**src/sv/cli_pkg.sv**
```systemverilog
package cli_pkg;

  localparam int TABLE_DEPTH = 256;
  localparam int IDX_W       = $clog2(TABLE_DEPTH);
  localparam int COUNT_W     = 9;
  localparam int DATA_W      = 32;
  localparam int FRAC_W      = 16;
  localparam int QUEUE_DEPTH = 2;

  localparam logic [COUNT_W-1:0] POINT_COUNT_RESET = COUNT_W'(2);

  localparam logic [1:0] REGION_INSIDE = 2'd0;
  localparam logic [1:0] REGION_LOW    = 2'd1;
  localparam logic [1:0] REGION_HIGH   = 2'd2;

  typedef struct packed {
    logic                     kind;
    logic [7:0]               point_index;
    logic signed [DATA_W-1:0] point_x;
    logic signed [DATA_W-1:0] point_y;
    logic signed [DATA_W-1:0] query_x;
  } item_t;

  typedef struct packed {
    logic signed [DATA_W-1:0] value;
    logic [1:0]               region;
  } result_t;

  typedef enum logic {
    OP_LOAD  = 1'b0,
    OP_QUERY = 1'b1
  } cmd_op_t;

  typedef struct packed {
    cmd_op_t                  op;
    logic [IDX_W-1:0]         index;
    logic signed [DATA_W-1:0] x;
    logic signed [DATA_W-1:0] y;
  } cmd_t;

  typedef struct packed {
    logic valid;
    logic pop;
  } queue_ctl_t;

  typedef enum logic [2:0] {
    ST_IDLE,
    ST_CHK_FIRST,
    ST_CHK_LAST,
    ST_SEARCH,
    ST_PROBE,
    ST_DIV,
    ST_MUL,
    ST_OUT
  } back_state_t;

endpackage

```
**src/sv/cli_front.sv**
```systemverilog
module cli_front (
  input  logic           clk,
  input  logic           rst,
  input  logic           start,
  input  cli_pkg::item_t item,
  output logic           busy,
  output logic           cmd_valid,
  output cli_pkg::cmd_t  cmd,
  input  logic           cmd_pop
);
  import cli_pkg::*;

  localparam int PTR_W = $clog2(QUEUE_DEPTH);

  cmd_t               slots [QUEUE_DEPTH];
  logic [PTR_W-1:0]   wr_ptr;
  logic [PTR_W-1:0]   rd_ptr;
  logic [PTR_W:0]     fill;
  cmd_t               incoming;
  logic               push;
  logic               pop;

  always_comb begin
    incoming.index = item.point_index[IDX_W-1:0];
    incoming.y     = item.point_y;
    if (item.kind) begin
      incoming.op = OP_QUERY;
      incoming.x  = item.query_x;
    end else begin
      incoming.op = OP_LOAD;
      incoming.x  = item.point_x;
    end
  end

  assign busy      = (fill == (PTR_W+1)'(QUEUE_DEPTH));
  assign push      = start && !busy;
  assign cmd_valid = (fill != '0);
  assign pop       = cmd_pop && cmd_valid;
  assign cmd       = slots[rd_ptr];

  always_ff @(posedge clk) begin
    if (push) begin
      slots[wr_ptr] <= incoming;
    end
  end

  always_ff @(posedge clk) begin
    if (rst) begin
      wr_ptr <= '0;
      rd_ptr <= '0;
      fill   <= '0;
    end else begin
      if (push) begin
        wr_ptr <= wr_ptr + 1'b1;
      end
      if (pop) begin
        rd_ptr <= rd_ptr + 1'b1;
      end
      unique case ({push, pop})
        2'b10:   fill <= fill + 1'b1;
        2'b01:   fill <= fill - 1'b1;
        default: fill <= fill;
      endcase
    end
  end

endmodule

```
**config.mk**
```make
export PLATFORM = sky130hd
export DESIGN_NAME = cli_front
export DESIGN_NICKNAME = d
export VERILOG_FILES = /design/src/sv/cli_pkg.sv /design/src/sv/cli_front.sv
export SDC_FILE = /design/constraint.sdc
export NUM_CORES = 1
export LEC_CHECK = 0
export ABC_CLOCK_PERIOD_IN_PS = 4800
export BUFFER_PORTS_ARGS = -buffer_cell sky130_fd_sc_hd__buf_4
export CAP_MARGIN = 20
export CORE_MARGIN = 10
export CORE_UTILIZATION = 40
export DETAILED_ROUTE_END_ITERATION = 8
export HOLD_SLACK_MARGIN = 0.15
export PLACE_DENSITY = 0.65
export SLEW_MARGIN = 25
export SYNTH_ARGS = -nofsm -noshare
export SYNTH_HDL_FRONTEND = slang
export SYNTH_SLANG_ARGS = --single-unit
```
**constraint.sdc**
```tcl
create_clock -name clk -period 4.8 [get_ports clk]
set_input_delay 1.44 -clock clk [delete_from_list [all_inputs] [get_ports clk]]
set_output_delay 1.44 -clock clk [all_outputs]
set_load 0.05 [all_outputs]
```
### After elaboration in Yosys (flattened, before gate mapping)

Memories as Yosys holds them, arrays and structs flattened. A register that Yosys moved wholly into a read port is not among the register bits.
Cells that the tools add are included.

* bits in registers: 4
* memory bits (writable): 146
* bits of input ports: 109
* memories kept: 1

* add/subtract/negate cells: 4
* eq/ne operators: 3
* mux-type cells: 7
* reductions and logical operators: 5

Memory list
* slots: depth 2, bits a word 73, read ports 1, clocked after Yosys merged registers in 1, write ports 1, RTL line cli_front.sv:15 `cmd_t slots [QUEUE_DEPTH];`

Operators with widths (number)
* two-way mux 32 bit: 1
* two-way mux 1 bit: 5
* equality test 2 bit, second input constant: 2
* case mux 2 bit (2 select lines): 1
* nonzero test 2 bit: 2
* adder 1 bit, second input constant: 2
* adder 2 x 1 -> 2 bit, second input constant: 1
* equality test 2 x 1 -> 1 bit, second input constant: 1
* logical AND 1 bit: 2
* subtractor 2 x 1 -> 2 bit, second input constant: 1
* zero test 1 bit: 1

### Longest topological paths before layout

* depth in word-level cells: 5
* depth in mapped cells: 6

### Least setup slack after synthesis

No wires, ideal clock.

* kind: in2reg
* start: input port start
* end: memory slots[0][0] in the netlist's numbering (enable)
* library setup time: 427 ps
* arrival time: 3258 ps
* slack: 1115 ps
* stages: 3
* buffers on the path: 0
* path through: inv_1 -> or3_1 -> inv_1

* word-level cells in the longest chain between the ends: 3

Ends and longest elaborated chain
* start, declared: RTL line cli_front.sv:4 `input logic start,`
* logical AND 1 bit: RTL line cli_front.sv:36 `assign push = start && !busy;`
* two-way mux 1 bit: RTL line cli_front.sv:42 `if (push) begin`
* two-way mux 1 bit (implied by the code): RTL line cli_front.sv:43 `slots[wr_ptr] <= incoming;`
* end, declared: RTL line cli_front.sv:15

Every way passes these cells.

==> qor.yml <==
syn_to_final_growth_pct: 38.1
synth_warnings: 0
tightest_slew_ps: 532
synthesis.area_um2: 5850
synth_commonest_cells: "146 x edfxtp_1, 103 x mux2_2, 11 x buf_2, 5 x dfxtp_1, 3 x nor2_1"
hold_viol_final: 0
worstPathCellList: "buf_12 -> mux2_2 -> buf_4"
finalNetCount: 592
drive_gt1_share_pct: 65.5
maxCapViolCount: 0
fill_cells: 1167
die_h_um: 141
slew_violations: 0
die_width_um: 141
synthArstFlopShare_pct: 0
finalSetupTns_ps: 0
dpl-instance-area_um2: 7430
grt_max_degree: 74
antenna_cells: 0
fmax_mhz: 293
htree_levels: 4
dr.pass1.iters: 4
synth_xor_area_share_pct: 0.449
ys_seq_area_share_pct: 76.6
multiInputGateArea_um2: 1300
muxShareOfSynthArea_pct: 20.2
finalCritPeriodShare_pct: 71.2
initial_core_util_pct: 40.6
post_drt_wl_per_cell_um: 18.7
synth_compound_area_share_pct: 0.470
yosysTopAreaCellShare_pct: 74.9
setup.worst_path.end_class: "output pin"
cp-start-kind: "flop"
vias: 3202
clk_latency_ps: 410
coreArea_um2: 14400
arrival_ps: 1980
finalInstanceArea_um2: 8080
syn_inst: 289
status: "finished, final reports clean"
period_needed_ps: 3420
fin_skew_ps: 7.33
placedCellCount: 645
r2r-start: "fill[0]"
antenna_left: 0
synthAdderAreaFrac_pct: 0.214
ys_types: 20
avgSynthCellArea_um2: 20.2
cts_made_buffers: 17
ys.flop_type: "edfxtp_1"
hold_ws_ps: 496
slew_headroom_pct: 64.5
ios: 184
grt_pass1_vias: 3581
setup_viol_count_final: 0
synthSimpleGateAreaFrac_pct: 0.834
cp.required_ps: 3360
seq_area_um2: 4490
postCtsSetupBuffers: 0
dp_slack_ps: 1640
postCtsHoldBufs: 0
r2r_setup_slack_ps: 3010
cts_tree: "yes"
cts_buffer_depth: 2
synth_edf_count: 146
rsz0062_at_grt: "false"
path_max_fanout: 41
dr.first_iter.drc_count: 154
max-vdd-ir-drop_mv: 0.221
critical_path_class: "reg2out"
grt_usage_pct: 12.6
grt_pass1_wl_um: 19300
cts-root-buf: "clkbuf_16"
fin_cells: 679
fin_util_pct: 56.0
endpoint: "cmd[70]"
vias_per_cell: 4.72
grt_overflow_total: 0
path_clk_slew_ps: 50
synth_top_family_by_area: "multiplexers"
ys_ff_latch: 151
yosysTopAreaCell: "edfxtp_1"
finalPower_mw: 4.96
hpwlAfterDp_um: 8490
holdCritPathClass: "reg2reg"
route.detailed.drc: 0
place.gp.congestion: 0.712
num_rows: 44
synthTopCellsByArea: "edfxtp_1 75%, mux2_2 20%, dfxtp_1 1.7%"
wirelength_um: 12700
numPortBuffers: 183
slowest_delay_ps: 640
cts_resized: 0
antenna_found_initial: 0
power-per-cell-area_nw_per_um2: 613
clock_sinks: 151
reg2reg_to: "slots[0][39]"
die_area_um2: 19900
p_leak_nw: 3.05
ff2ff_path_depth: 5
cp_slowest_cell: "dfxtp_4"
yosysMostFrequentCell: "edfxtp_1"
setup_slack_ps: 1380
synth.net_count: 399
==> registers in the layout, summed over array words and instances (netlist names), named ones only <==
signal and cells:
fill 2, slots 146, wr_ptr 1, rd_ptr 1
==> layout by cell type (no fill, tap or decap), drive strengths merged <==
| master | count |
|---|---|
| or2 | 1 |
| dfxtp | 5 |
| o21a | 1 |
| nor2 | 3 |
| xor2 | 1 |
| clkinv | 5 |
| or3 | 2 |
| xnor2 | 2 |
| buf | 186 |
| bufinv | 4 |
| o21ai | 2 |
| edfxtp | 146 |
| mux2 | 105 |
| clkinvlp | 5 |
| and3 | 1 |
| clkbuf | 19 |
| nand2b | 1 |
| a21oi | 2 |
| inv | 2 |
| ha | 1 |
| nand2 | 1 |
==> logic make-up (layout without fill, tap and decap cells) <==
| kind of cell | after synthesis | after routing |
|---|---|---|
| flip-flops | 151 | 151 |
| multiplexers | 105 | 105 |
| buffers and inverters | 15 | 221 |
| AND/OR/NAND/NOR | 9 | 9 |
| AO/OA/AOI/OAI | 5 | 5 |
| XOR/XNOR | 3 | 3 |
| adder cells (fa/ha/maj) | 1 | 1 |
==> cell type report <==
cell class              count  share of cell area (%)
flip-flops and latches    151                    55.5
repair buffers            186                    17.7
multi-input cells         123                    16.1
clock buffers              19                    5.36
well taps                 184                    2.85
clock inverters            13                    2.23
inverters                   3                   0.155
==> where the power goes <==
group | total (mW) | switching (mW) | internal, mW
clock network | 1.37 | 0.500 | 0.866
logic | 1.83 | 1.19 | 0.636
registers | 1.76 | 0.0885 | 1.67
total | 4.96 | 1.78 | 3.18
==> worst max-delay path: cells and delay by family, from the launching register on <==
kind / cells / cell delay (ps)
flops: 1 / 640
buf+inv: 2 / 520
mux: 1 / 400
==> how the worst min path moves through the flow <==
stage | start | endpoint | slack, ps | cells past startpoint
finish | wr_ptr | wr_ptr | 500 | 2
global route | wr_ptr | wr_ptr | 520 | 2
CTS | wr_ptr | wr_ptr | 500 | 2
detailed placement | wr_ptr | wr_ptr | 490 | 2
global placement | wr_ptr | wr_ptr | 470 | 2
floorplan | wr_ptr | wr_ptr | 450 | 2
==> routing by layer <==
layer	vias up	track usage (%)	share of wire (%)
met4	0	5.87	1.6
met3	15	6.48	10
li1	1520	-	-
met2	130	19.3	46
met5	-	0	0
met1	1537	14.3	42
No activity file was read; power rests on OpenSTA's default activity.
